$ cat config.mk
export PLATFORM = sky130hd
export DESIGN_NAME = reader_writer_lock_table
export DESIGN_NICKNAME = d
export VERILOG_FILES = /design/src/design/rwlt_pkg.sv /design/src/design/rwlt_ram.sv /design/src/design/rwlt_update.sv /design/src/design/rwlt_ctrl.sv /design/src/design/reader_writer_lock_table.sv
export SDC_FILE = /design/constraint.sdc
export NUM_CORES = 2
export LEC_CHECK = 0
export BUFFER_PORTS_ARGS = -buffer_cell sky130_fd_sc_hd__buf_2
export CORE_ASPECT_RATIO = 0.5
export CORE_MARGIN = 8
export CORE_UTILIZATION = 31
export DETAILED_ROUTE_END_ITERATION = 6
export GPL_ROUTABILITY_DRIVEN = 0
export PLACE_DENSITY_LB_ADDON = 0.25
export SYNTH_ARGS = -nofsm -noshare
export SYNTH_HDL_FRONTEND = slang
export SYNTH_SLANG_ARGS = --single-unit
$ cat constraint.sdc
create_clock -name clk_i -period 22.4 [get_ports clk_i]
set_input_delay 6.72 -clock clk_i [delete_from_list [all_inputs] [get_ports clk_i]]
set_output_delay 6.72 -clock clk_i [all_outputs]
set_load 0.02 [all_outputs]
$ cat src/design/rwlt_pkg.sv
`timescale 1ns / 1ps

package rwlt_pkg;

  localparam int unsigned TABLE_ENTRIES = 16;
  localparam int unsigned COUNT_BITS    = 16;
  localparam int unsigned KEY_W         = 64;
  localparam int unsigned IDX_W         = (TABLE_ENTRIES > 1) ? $clog2(TABLE_ENTRIES) : 1;
  localparam int unsigned WORD_W        = 1 + COUNT_BITS + KEY_W;

  localparam logic [IDX_W-1:0]      LAST_IDX  = IDX_W'(TABLE_ENTRIES - 1);
  localparam logic [COUNT_BITS-1:0] COUNT_MAX = {COUNT_BITS{1'b1}};
  localparam logic [COUNT_BITS-1:0] COUNT_ONE = COUNT_BITS'(1);

  localparam logic       MODE_ACQUIRE = 1'b0;
  localparam logic       MODE_RELEASE = 1'b1;

  localparam logic [1:0] ACC_NONE  = 2'd0;
  localparam logic [1:0] ACC_READ  = 2'd1;
  localparam logic [1:0] ACC_WRITE = 2'd2;
  localparam logic [1:0] ACC_BOTH  = 2'd3;

  typedef enum logic [2:0] {
    ST_OK        = 3'd0,
    ST_CONFLICT  = 3'd1,
    ST_FULL      = 3'd2,
    ST_OVERFLOW  = 3'd3,
    ST_UNDERFLOW = 3'd4,
    ST_NOACCESS  = 3'd5
  } status_e;

  typedef enum logic [1:0] {
    S_IDLE,
    S_SCAN,
    S_EXEC
  } state_e;

  typedef struct packed {
    logic             mode;
    logic [1:0]       access;
    logic [KEY_W-1:0] id;
  } req_t;

  typedef struct packed {
    logic                  hit;
    logic [IDX_W-1:0]      hit_idx;
    logic [COUNT_BITS-1:0] cnt;
    logic                  wr;
    logic                  free;
    logic [IDX_W-1:0]      free_idx;
  } scan_t;

  typedef struct packed {
    status_e               status;
    logic                  granted;
    logic                  we;
    logic                  set_valid;
    logic                  clr_valid;
    logic [IDX_W-1:0]      idx;
    logic [COUNT_BITS-1:0] cnt;
    logic                  wr;
  } upd_t;

endpackage

$ cat src/design/rwlt_ram.sv
`timescale 1ns / 1ps

module rwlt_ram #(
  parameter int unsigned WIDTH = 8,
  parameter int unsigned DEPTH = 16,
  localparam int unsigned AW   = (DEPTH > 1) ? $clog2(DEPTH) : 1
) (
  input  logic             clk_i,
  input  logic             we_i,
  input  logic [AW-1:0]    waddr_i,
  input  logic [WIDTH-1:0] wdata_i,
  input  logic             re_i,
  input  logic [AW-1:0]    raddr_i,
  output logic [WIDTH-1:0] rdata_o
);

  logic [WIDTH-1:0] mem_q [DEPTH];
  logic [WIDTH-1:0] rdata_q;

  always_ff @(posedge clk_i) begin
    if (we_i) begin
      mem_q[waddr_i] <= wdata_i;
    end
  end

  always_ff @(posedge clk_i) begin
    if (re_i) begin
      rdata_q <= mem_q[raddr_i];
    end
  end

  assign rdata_o = rdata_q;

endmodule

$ cat src/design/rwlt_update.sv
`timescale 1ns / 1ps

module rwlt_update (
  input  rwlt_pkg::req_t  req_i,
  input  rwlt_pkg::scan_t scan_i,
  output rwlt_pkg::upd_t  upd_o
);

  logic [rwlt_pkg::COUNT_BITS-1:0] cnt_inc;
  logic [rwlt_pkg::COUNT_BITS-1:0] cnt_dec;
  logic                            cnt_zero;
  logic                            cnt_one;

  assign cnt_inc  = scan_i.cnt + rwlt_pkg::COUNT_BITS'(req_i.access[0]);
  assign cnt_dec  = scan_i.cnt - rwlt_pkg::COUNT_ONE;
  assign cnt_zero = (scan_i.cnt == '0);
  assign cnt_one  = (scan_i.cnt == rwlt_pkg::COUNT_ONE);

  always_comb begin
    upd_o.status    = rwlt_pkg::ST_OK;
    upd_o.granted   = 1'b0;
    upd_o.we        = 1'b0;
    upd_o.set_valid = 1'b0;
    upd_o.clr_valid = 1'b0;
    upd_o.idx       = scan_i.hit ? scan_i.hit_idx : scan_i.free_idx;
    upd_o.cnt       = scan_i.cnt;
    upd_o.wr        = scan_i.wr;

    if (req_i.access == rwlt_pkg::ACC_NONE) begin
      upd_o.status = rwlt_pkg::ST_NOACCESS;
    end else if (req_i.mode == rwlt_pkg::MODE_ACQUIRE) begin
      if (scan_i.hit) begin
        if (scan_i.wr) begin
          upd_o.status = rwlt_pkg::ST_CONFLICT;
        end else if (req_i.access != rwlt_pkg::ACC_READ && !cnt_zero) begin
          upd_o.status = rwlt_pkg::ST_CONFLICT;
        end else if (req_i.access == rwlt_pkg::ACC_READ &&
                     scan_i.cnt == rwlt_pkg::COUNT_MAX) begin
          upd_o.status = rwlt_pkg::ST_OVERFLOW;
        end else begin
          upd_o.granted = 1'b1;
          upd_o.we      = 1'b1;
          upd_o.cnt     = cnt_inc;
          upd_o.wr      = scan_i.wr | req_i.access[1];
        end
      end else if (!scan_i.free) begin
        upd_o.status = rwlt_pkg::ST_FULL;
      end else begin
        upd_o.granted   = 1'b1;
        upd_o.we        = 1'b1;
        upd_o.set_valid = 1'b1;
        upd_o.cnt       = rwlt_pkg::COUNT_BITS'(req_i.access[0]);
        upd_o.wr        = req_i.access[1];
      end
    end else begin
      unique case (req_i.access)
        rwlt_pkg::ACC_READ: begin
          if (!scan_i.hit || cnt_zero) begin
            upd_o.status = rwlt_pkg::ST_UNDERFLOW;
          end else begin
            upd_o.we        = 1'b1;
            upd_o.cnt       = cnt_dec;
            upd_o.clr_valid = cnt_one && !scan_i.wr;
          end
        end
        rwlt_pkg::ACC_WRITE: begin
          if (scan_i.hit) begin
            upd_o.we        = 1'b1;
            upd_o.wr        = 1'b0;
            upd_o.clr_valid = cnt_zero;
          end
        end
        default: begin
          if (!scan_i.hit) begin
            upd_o.status = rwlt_pkg::ST_UNDERFLOW;
          end else begin
            upd_o.we = 1'b1;
            upd_o.wr = 1'b0;
            if (cnt_zero) begin
              upd_o.status    = rwlt_pkg::ST_UNDERFLOW;
              upd_o.clr_valid = 1'b1;
            end else begin
              upd_o.cnt       = cnt_dec;
              upd_o.clr_valid = cnt_one;
            end
          end
        end
      endcase
    end
  end

endmodule

$ cat src/design/rwlt_ctrl.sv
`timescale 1ns / 1ps

module rwlt_ctrl (
  input  logic                         clk_i,
  input  logic                         rst_ni,
  input  logic                         in_valid_i,
  output logic                         in_ready_o,
  input  logic                         mode_i,
  input  logic [1:0]                   access_i,
  input  logic [rwlt_pkg::KEY_W-1:0]   object_id_i,
  output logic                         out_valid_o,
  input  logic                         out_ready_i,
  output logic                         granted_o,
  output logic [2:0]                   status_o,
  output logic                         ram_re_o,
  output logic [rwlt_pkg::IDX_W-1:0]   ram_raddr_o,
  input  logic [rwlt_pkg::WORD_W-1:0]  ram_rdata_i,
  output logic                         ram_we_o,
  output logic [rwlt_pkg::IDX_W-1:0]   ram_waddr_o,
  output logic [rwlt_pkg::WORD_W-1:0]  ram_wdata_o,
  output rwlt_pkg::req_t               req_o,
  output rwlt_pkg::scan_t              scan_o,
  input  rwlt_pkg::upd_t               upd_i
);

  rwlt_pkg::state_e state_q, state_d;
  rwlt_pkg::req_t   req_q;
  rwlt_pkg::scan_t  scan_q;

  logic [rwlt_pkg::IDX_W-1:0]         addr_q;
  logic [rwlt_pkg::IDX_W-1:0]         cmp_idx_q;
  logic                               cmp_vld_q;
  logic [rwlt_pkg::TABLE_ENTRIES-1:0] valid_q;
  logic                               out_valid_q;
  logic                               granted_q;
  logic [2:0]                         status_q;

  logic                               in_fire;
  logic                               load_out;
  logic                               match;
  logic                               cmp_last;
  logic [rwlt_pkg::KEY_W-1:0]         rd_key;
  logic [rwlt_pkg::COUNT_BITS-1:0]    rd_cnt;
  logic                               rd_wr;

  assign rd_key = ram_rdata_i[rwlt_pkg::KEY_W-1:0];
  assign rd_cnt = ram_rdata_i[rwlt_pkg::KEY_W +: rwlt_pkg::COUNT_BITS];
  assign rd_wr  = ram_rdata_i[rwlt_pkg::WORD_W-1];

  assign in_ready_o = (state_q == rwlt_pkg::S_IDLE);
  assign in_fire    = in_valid_i && in_ready_o;
  assign load_out   = (state_q == rwlt_pkg::S_EXEC) && (!out_valid_q || out_ready_i);
  assign match      = cmp_vld_q && valid_q[cmp_idx_q] && (rd_key == req_q.id);
  assign cmp_last   = (cmp_idx_q == rwlt_pkg::LAST_IDX);

  always_comb begin
    state_d = state_q;
    unique case (state_q)
      rwlt_pkg::S_IDLE: begin
        if (in_valid_i) begin
          state_d = (access_i == rwlt_pkg::ACC_NONE) ? rwlt_pkg::S_EXEC : rwlt_pkg::S_SCAN;
        end
      end
      rwlt_pkg::S_SCAN: begin
        if (cmp_vld_q && (match || cmp_last)) begin
          state_d = rwlt_pkg::S_EXEC;
        end
      end
      rwlt_pkg::S_EXEC: begin
        if (load_out) begin
          state_d = rwlt_pkg::S_IDLE;
        end
      end
      default: state_d = rwlt_pkg::S_IDLE;
    endcase
  end

  always_ff @(posedge clk_i or negedge rst_ni) begin
    if (!rst_ni) begin
      state_q <= rwlt_pkg::S_IDLE;
    end else begin
      state_q <= state_d;
    end
  end

  always_ff @(posedge clk_i) begin
    if (in_fire) begin
      req_q.mode   <= mode_i;
      req_q.access <= access_i;
      req_q.id     <= object_id_i;
    end
  end

  always_ff @(posedge clk_i or negedge rst_ni) begin
    if (!rst_ni) begin
      addr_q    <= '0;
      cmp_idx_q <= '0;
      cmp_vld_q <= 1'b0;
    end else if (in_fire) begin
      addr_q    <= '0;
      cmp_vld_q <= 1'b0;
    end else begin
      cmp_vld_q <= (state_q == rwlt_pkg::S_SCAN) && (state_d == rwlt_pkg::S_SCAN);
      if (state_q == rwlt_pkg::S_SCAN) begin
        cmp_idx_q <= addr_q;
        if (addr_q != rwlt_pkg::LAST_IDX) begin
          addr_q <= addr_q + rwlt_pkg::IDX_W'(1);
        end
      end
    end
  end

  always_ff @(posedge clk_i or negedge rst_ni) begin
    if (!rst_ni) begin
      scan_q <= '0;
    end else if (in_fire) begin
      scan_q.hit  <= 1'b0;
      scan_q.free <= 1'b0;
    end else if (state_q == rwlt_pkg::S_SCAN && cmp_vld_q) begin
      if (match) begin
        scan_q.hit     <= 1'b1;
        scan_q.hit_idx <= cmp_idx_q;
        scan_q.cnt     <= rd_cnt;
        scan_q.wr      <= rd_wr;
      end
      if (!valid_q[cmp_idx_q] && !scan_q.free) begin
        scan_q.free     <= 1'b1;
        scan_q.free_idx <= cmp_idx_q;
      end
    end
  end

  always_ff @(posedge clk_i or negedge rst_ni) begin
    if (!rst_ni) begin
      valid_q <= '0;
    end else if (load_out) begin
      if (upd_i.set_valid) begin
        valid_q[upd_i.idx] <= 1'b1;
      end
      if (upd_i.clr_valid) begin
        valid_q[upd_i.idx] <= 1'b0;
      end
    end
  end

  always_ff @(posedge clk_i or negedge rst_ni) begin
    if (!rst_ni) begin
      out_valid_q <= 1'b0;
    end else if (load_out) begin
      out_valid_q <= 1'b1;
    end else if (out_ready_i) begin
      out_valid_q <= 1'b0;
    end
  end

  always_ff @(posedge clk_i) begin
    if (load_out) begin
      granted_q <= upd_i.granted;
      status_q  <= upd_i.status;
    end
  end

  assign out_valid_o = out_valid_q;
  assign granted_o   = granted_q;
  assign status_o    = status_q;

  assign ram_re_o    = (state_q == rwlt_pkg::S_SCAN);
  assign ram_raddr_o = addr_q;
  assign ram_we_o    = load_out && upd_i.we;
  assign ram_waddr_o = upd_i.idx;
  assign ram_wdata_o = {upd_i.wr, upd_i.cnt, req_q.id};

  assign req_o  = req_q;
  assign scan_o = scan_q;

  a_hit_live: assert property (@(posedge clk_i) disable iff (!rst_ni)
    (state_q == rwlt_pkg::S_EXEC && scan_q.hit) |-> valid_q[scan_q.hit_idx])
    else $error("matched entry is not valid at update");

  a_free_empty: assert property (@(posedge clk_i) disable iff (!rst_ni)
    (state_q == rwlt_pkg::S_EXEC && !scan_q.hit && scan_q.free)
      |-> !valid_q[scan_q.free_idx])
    else $error("free entry is already valid at update");

  a_set_clr: assert property (@(posedge clk_i) disable iff (!rst_ni)
    load_out |-> !(upd_i.set_valid && upd_i.clr_valid))
    else $error("entry allocated and freed in one update");

  a_cmp_scan: assert property (@(posedge clk_i) disable iff (!rst_ni)
    cmp_vld_q |-> (state_q == rwlt_pkg::S_SCAN))
    else $error("compare stage active outside of scan");

  a_alloc_miss: assert property (@(posedge clk_i) disable iff (!rst_ni)
    (load_out && upd_i.set_valid) |=> valid_q[$past(upd_i.idx)])
    else $error("allocated entry did not become valid");

endmodule

$ cat src/design/reader_writer_lock_table.sv
`timescale 1ns / 1ps

// Keyed reader-writer lock table.
// Input channel (in_valid_i / in_ready_o) carries one request: mode_i
// (acquire or release), access_i (none, read, write, both) and object_id_i.
// Output channel (out_valid_o / out_ready_i) returns one result per request:
// granted_o and status_o (ok, conflict, table full, count overflow,
// release underflow, no access).
// A request walks the key table one entry per cycle through a single key
// comparator reading the entry RAM. The walk ends at the first matching
// entry or after the last entry; access none skips it. One request is in
// flight at a time; in_ready_o rises together with out_valid_o as the
// result is loaded, so a new request is accepted only once the last ends.
// The result sits in an output register, so a new request is accepted while
// the previous result waits; a stalled receiver holds the block at its
// update step until the output register frees up.
// Reset clears all entry valid bits, which empties the table at once; no
// clearing pass is needed.

module reader_writer_lock_table (
  input  logic                       clk_i,
  input  logic                       rst_ni,
  input  logic                       in_valid_i,
  output logic                       in_ready_o,
  input  logic                       mode_i,
  input  logic [1:0]                 access_i,
  input  logic [rwlt_pkg::KEY_W-1:0] object_id_i,
  output logic                       out_valid_o,
  input  logic                       out_ready_i,
  output logic                       granted_o,
  output logic [2:0]                 status_o
);

  logic                        ram_re;
  logic [rwlt_pkg::IDX_W-1:0]  ram_raddr;
  logic [rwlt_pkg::WORD_W-1:0] ram_rdata;
  logic                        ram_we;
  logic [rwlt_pkg::IDX_W-1:0]  ram_waddr;
  logic [rwlt_pkg::WORD_W-1:0] ram_wdata;
  rwlt_pkg::req_t              req;
  rwlt_pkg::scan_t             scan;
  rwlt_pkg::upd_t              upd;

  rwlt_ram #(
    .WIDTH (rwlt_pkg::WORD_W),
    .DEPTH (rwlt_pkg::TABLE_ENTRIES)
  ) u_ram (
    .clk_i   (clk_i),
    .we_i    (ram_we),
    .waddr_i (ram_waddr),
    .wdata_i (ram_wdata),
    .re_i    (ram_re),
    .raddr_i (ram_raddr),
    .rdata_o (ram_rdata)
  );

  rwlt_update u_update (
    .req_i  (req),
    .scan_i (scan),
    .upd_o  (upd)
  );

  rwlt_ctrl u_ctrl (
    .clk_i       (clk_i),
    .rst_ni      (rst_ni),
    .in_valid_i  (in_valid_i),
    .in_ready_o  (in_ready_o),
    .mode_i      (mode_i),
    .access_i    (access_i),
    .object_id_i (object_id_i),
    .out_valid_o (out_valid_o),
    .out_ready_i (out_ready_i),
    .granted_o   (granted_o),
    .status_o    (status_o),
    .ram_re_o    (ram_re),
    .ram_raddr_o (ram_raddr),
    .ram_rdata_i (ram_rdata),
    .ram_we_o    (ram_we),
    .ram_waddr_o (ram_waddr),
    .ram_wdata_o (ram_wdata),
    .req_o       (req),
    .scan_o      (scan),
    .upd_i       (upd)
  );

endmodule
==> Word level (Yosys, flattened, before mapping) <==
Memories as Yosys holds them, arrays and structs flattened. A register that Yosys moved wholly into a read port is not among the register bits.
Cells that the tools add are included.
{ "op_classes": {"n_addsub": 3, "mul": 0, "div_mod_pow": 0, "order_cmp": 3, "n_eq_ne": 11, "n_shift": 0, "n_mux": 66, "n_bitwise": 5, "reduce_logical": 39} }
{ "op_table": {"columns": ["operator", "count"], "rows": [
  ["two-way mux 17 bit", 8],
  ["two-way mux 16 bit", 5],
  ["== test 64 bit", 1],
  ["one-hot mux 16 bit (2 select lines)", 1],
  ["two-way mux 27 bit", 1],
  ["two-way mux 3 bit", 8],
  ["two-way mux 22 bit", 1],
  ["two-way mux 1 bit", 21],
  ["two-way mux 2 bit", 9],
  ["adder 16 x 1 -> 16 bit", 1],
  ["bitwise AND 16 bit", 1],
  ["== test 16 x 1 -> 1 bit, second input constant", 1],
  ["== test 16 bit, second input constant", 1],
  ["zero test 16 bit", 1],
  ["two-way mux 4 bit", 4],
  ["NOT 16 bit", 1],
  ["OR 16 bit", 1],
  ["subtractor 16 x 1 -> 16 bit, second input constant", 1],
  ["logical AND 1 bit", 13],
  ["nonzero test 2 bit", 6],
  ["< comparator 4 x 5 -> 1 bit, second input constant", 2],
  ["two-way mux 5 bit", 2],
  ["AND reduction 2 bit", 4],
  ["== test 2 x 1 -> 1 bit, second input constant", 3],
  ["18 further kinds", 30]
]} }
{ "totals": {"ff_bits": 126, "latchBits": 0, "ramBits": 1296, "rom_bits": 0, "input_bits": 71, "out_inout_bits": 6, "mem_count": 1} }
{ "memory_table": {"columns": ["memory", "words", "width", "rd", "rd_clocked_by_memory_dff", "wr", "line_no", "text"], "rows": [
  ["u_ram.mem_q", 16, 81, 1, 1, 1, "rwlt_ram.sv:17", "logic [WIDTH-1:0] mem_q [DEPTH];"]
]} }

==> Longest topological paths before layout <==
{ "logic_depth": {"depth_word": 12, "ltp_mapped": 9, "depth_no_buf": 8} }

==> Hierarchy <==
Synthesis repeated with hierarchy kept, for this count alone.
{ "hier_totals": {"cells_unflattened": 2798, "hier_area_um2": 58476.1} }
{ "modules_own_cells": {"columns": ["mod", "n_inst", "cells_per_inst", "area_per_inst_um2"], "rows": [
  ["rwlt_ram", 1, 2078, 50831.3],
  ["rwlt_ctrl", 1, 456, 5924.4],
  ["rwlt_update", 1, 264, 1720.4]
]} }

==> Worst setup path after synthesis <==
OpenSTA, ideal clock, no wires.
{ "synth_path": {"kind": "input to register", "startpoint": "input port out_ready_i", "endpoint": "memory u_ram.mem_q[14][0] in the netlist's numbering, enable pin", "setup_time_ns": 0.620, "arrival_time_ns": 12.984, "setup_slack_ns": 8.796, "path_stages": 4, "cell_sequence": "nor2b_1 nor2_1 nand2_1 nor3_1"} }
{ "synth_between": {"elab_chain_len": 5} }
{ "synth_lines": {"columns": ["item", "line_no", "text"], "rows": [
  ["start, declared", "reader_writer_lock_table.sv:29", "input logic out_ready_i,"],
  ["logical OR 1 bit", "rwlt_ctrl.sv:52", "assign load_out = (state_q == rwlt_pkg::S_EXEC) && (!out_valid_q || out_ready_i);"],
  ["logical AND 1 bit", "rwlt_ctrl.sv:52", null],
  ["via u_ctrl.load_out", "rwlt_ctrl.sv:39", "logic load_out;"],
  ["logical AND 1 bit", "rwlt_ctrl.sv:169", "assign ram_we_o = load_out && upd_i.we;"],
  ["two-way mux 1 bit", "rwlt_ram.sv:21", "if (we_i) begin"],
  ["two-way mux 1 bit (not written as such)", "rwlt_ram.sv:22", "mem_q[waddr_i] <= wdata_i;"],
  ["end, declared", "rwlt_ram.sv:17", null]
]} }
The timed path passes the listed nets, and every way through them passes these cells.

==> Worst setup path after layout <==
{ "layout_path": {"startpoint": "input port out_ready_i", "endpoint": "memory u_ram.mem_q[14][24] in the netlist's numbering, enable pin"} }
Same word-level chain as after synthesis.

==> flow_summary_export.csv <==
group,metric,value,unit
clock_network,cts_max_path_buffers,3,
pwr,p_leak,20.8,nW
pwr,p_sw_share,27.0,%
outcome,status,"completed",
pwr,comb_power_share,21.1,%
logic_synthesis,synth-seq-cells,1503,
route,vias,26200,
setup_path,cpMaxStageDelayCell,"buf_4",
route,vias_per_cell,4.92,
clock_network,clk_pin_slew,0.06,ns
logic_synthesis,yosysTopAreaCell,"edfxtp_1",
place,dp.cells,5064,
finish,final.fill_count,17000,
logic_synthesis,synth.avg_cell_area,22.9,sq um
timing,fmax,0.112,GHz
setup_path,cpPeakStageDelay,0.84,ns
setup_path,path_class,"input port to flop",
floorplanning,fp.dieH,321,um
place,dpl.hpwl,73200,um
floorplanning,start_util,31.1,%
pwr,ir_worst_vdd,0.0907,mV
logic_synthesis,synth-xor-area-share,0.833,%
timing,layout_min_cycle_time,8.91,ns
setup_path,crit_path_frequent_cell,"buf_4",
logic_synthesis,synth_top_area_share,75.2,%
route,wire_per_inst,25.3,um
route,drtIter0Drc,2318,
floorplanning,ioPinCount,77,
floorplanning,coreArea,186000,sq um
timing,setup_viol,0,
floorplanning,rows,112,
clock_network,clk_latency,0.77,ns
timing,rsz0062_at_grt,"no",
finish,syn2layout_area_growth,14.2,%
route,drc,0,
logic_synthesis,synthSimpleGateAreaFrac,2.08,%
setup_path,path_delay_family,"buffers and inverters",
timing,finalCritPeriodShare,39.8,%
job,cap_viol_max_count,0,
global_route,gr-total-overflow,0,
floorplanning,dieArea,201000,sq um
logic_synthesis,synth_adder_area_share,0.195,%
logic_synthesis,synth_ff_type,"edfxtp_1",
setup_path,cp-start-kind,"input port",
clock_network,cts_resized,0,
logic_synthesis,synth_compound_area_share,1.55,%
logic_synthesis,async_reset_ff_share,3.66,%
route,drt-pass1-iter-count,5,
logic_synthesis,synth-seq-area-share,77.6,%
setup_path,cp.arrival,9.30,ns
setup_path,crit_chain,"buf_2, nor2b_1, nor2_1, buf_4, nand2_1, nor3_2, buf_4, buf_4",
finish,nets,2784,
timing,finalSetupTns,0,ns
finish,layoutNonFillerInstCount,5334,
clock_network,postCtsSetupBuffers,0,
logic_synthesis,synth_top_family_by_area,"multiplexers",
route,ant_nets,0,
place,io_buffers,76,
logic_synthesis,yosys-top-cells-area,"edfxtp_1 75%, mux4_2 16%, dfrtp_1 2.4%",
timing,timing.slew.headroom,20.4,%
clock_network,htreeDepth,4,
logic_synthesis,netlist_area,57800,sq um
pwr,seqPwrFrac,47.2,%
clock_network,cts.sinks,1503,
clock_network,cts_tree,"done",
global_route,grt_use_total,13.3,%
global_route,grt_pass1_vias,27900,
timing,skew,0.0271,ns
timing,max_slew.worst_pin.slew,1.19,ns
min_path,hp-class,"flop to flop",
pwr,clkPwrFrac,31.7,%
setup_path,critPathRequiredTime,22.79,ns
setup_path,crit_fanout,51,
clock_network,numCtsBuffers,146,
logic_synthesis,syn_nets,2610,
pwr,power_density,112,nW/um^2
clock_network,cts_hold_buf,0,
logic_synthesis,syn-instance-count,2530,
logic_synthesis,synth.distinct_cells,64,
timing,slew_violations,0,
logic_synthesis,yosysWarnings,0,
timing,hold_viol_final,0,
timing,timing.hold.ws,0.465,ns
clock_network,cts_root_buf,"clkbuf_16",
logic_synthesis,synth_enable_flop_cells,1448,
setup_path,path_buf_inv,4,
route,routed_wl,135000,um
global_route,antenna_found_initial,1,
floorplanning,die_w,627,um
global_route,grt_max_degree,128,
logic_synthesis,synth.area.mux_share,16.7,%
pwr,switching_power,0.00200,W
setup_path,end_kind,"flop",
finish,drive_gt1_share,28.4,%
global_route,grt_pass1_wl,198000,um
pwr,p_int,0.00541,W
-- metrics by stage --
| stage | utilization, % | setup slack, ns | total power [W] | area, sq um |
|---|---|---|---|---|
| final | 35.5 | 13.49 | 0.00741 | 66100 |
| after global routing | 35.5 | 13.36 | 0.00774 | 66100 |
| after CTS | 35.5 | 13.50 | 0.00755 | 66100 |
| after detailed placement | 33.1 | 12.66 | 0.00517 | 61500 |
| after global placement | 33.1 | 12.71 | 0.00517 | 61500 |
| after floorplan | - | 8.80 | 0.00463 | 57800 |
-- state kept, by name (all words and copies together), names as in the netlist --
name,count
u_ctrl.ram_raddr_o,4
u_ram.rdata_o,81
u_ctrl.state_q,2
u_ctrl.valid_q,16
u_ctrl.cmp_idx_q,4
u_ctrl.scan_o,27
u_ctrl.cmp_vld_q,1
u_ctrl.granted_o,1
u_ctrl.req_o,3
u_ctrl.status_o,3
u_ram.mem_q,1296
u_ctrl.out_valid_o,1
u_ctrl.ram_wdata_o,64
-- worst reg2reg max path: cells and delay by family (launching register included) --
kind / cells / cell delay [ns]
multiplexers: 2 / 1.17
buffers and inverters: 4 / 3.26
flip-flops: 1 / 0.84
-- metal layers --
layer,GRT usage [%],share of wire [%]
met2,22.4,49
met5,0,0
met4,3.30,1.6
met3,1.79,3.8
met1,18.3,45
-- final cells by class --
cell class | count | area (sq um) | area share (%)
clock inverters | 70 | 518 | 0.784
diodes | 1 | 2.50 | 0.00379
flip-flops and latches | 1503 | 44900 | 67.9
clock buffers | 199 | 4010 | 6.07
multi-input cells | 882 | 12500 | 18.9
inverters | 23 | 91.3 | 0.138
repair buffers | 148 | 946 | 1.43
well taps | 2508 | 3140 | 4.75
-- power by group through the flow --
| stage | combinational [W] | sequential [W] | clock [W] |
|---|---|---|---|
| after floorplan | 0.00121 | 0.00342 | 0 |
| after global placement | 0.00162 | 0.00356 | 0 |
| after detailed placement | 0.00161 | 0.00356 | 0 |
| after CTS | 0.00162 | 0.00350 | 0.00243 |
| after global routing | 0.00169 | 0.00352 | 0.00253 |
| final | 0.00156 | 0.00350 | 0.00235 |
-- kinds of logic after synthesis --
group | Yosys count
compound gates | 141
xor+xnor | 55
simple gates | 234
fa+ha+maj | 9
mux | 443
flops | 1503
buf+inv | 145
-- cell usage after synthesis (8+ instances only) --
master / count
edfxtp_1: 1448
mux4_2: 406
clkbuf_1: 70
a21oi_1: 59
nor2_1: 57
dfrtp_1: 55
nand2_1: 44
buf_1: 41
xor2_1: 38
nor3_1: 30
inv_1: 23
nor4_1: 20
mux2_4: 19
nand4_1: 18
nand2b_1: 17
o21ai_0: 17
xnor2_1: 17
nand3_1: 15
a31oi_1: 10
ha_1: 9
buf_2: 8
mux2i_1: 8
-- cell usage in the layout (no fill, tap or decap), drive strengths merged, types with 25 or more instances in the layout --
cell and count:
nor3 30, nor2 58, clkinv 60, clkbuf 199, buf 148, mux2 25, a21oi 59, dfrtp 55
nand2 44, xor2 38, mux4 410, edfxtp 1448, inv 28
-- worst paths after layout --
check                                       from               endpoint  slack (ns)  cells past startpoint
setup / recovery                     out_ready_i    u_ram.mem_q[14][24]       13.49                      8
hold / removal                 u_ram.rdata_o[74]      u_ctrl.scan_o[16]        0.46                      1
setup reg to reg           u_ctrl.ram_raddr_o[0]      u_ram.rdata_o[16]       16.87                      6
hold reg to reg                u_ram.rdata_o[74]      u_ctrl.scan_o[16]        0.46                      1
max in group asynchronous                 rst_ni  u_ctrl.ram_raddr_o[3]       15.75                      2
min in group asynchronous                 rst_ni      u_ctrl.scan_o[24]        6.08                      2
No activity file was read; power rests on OpenSTA's default activity.
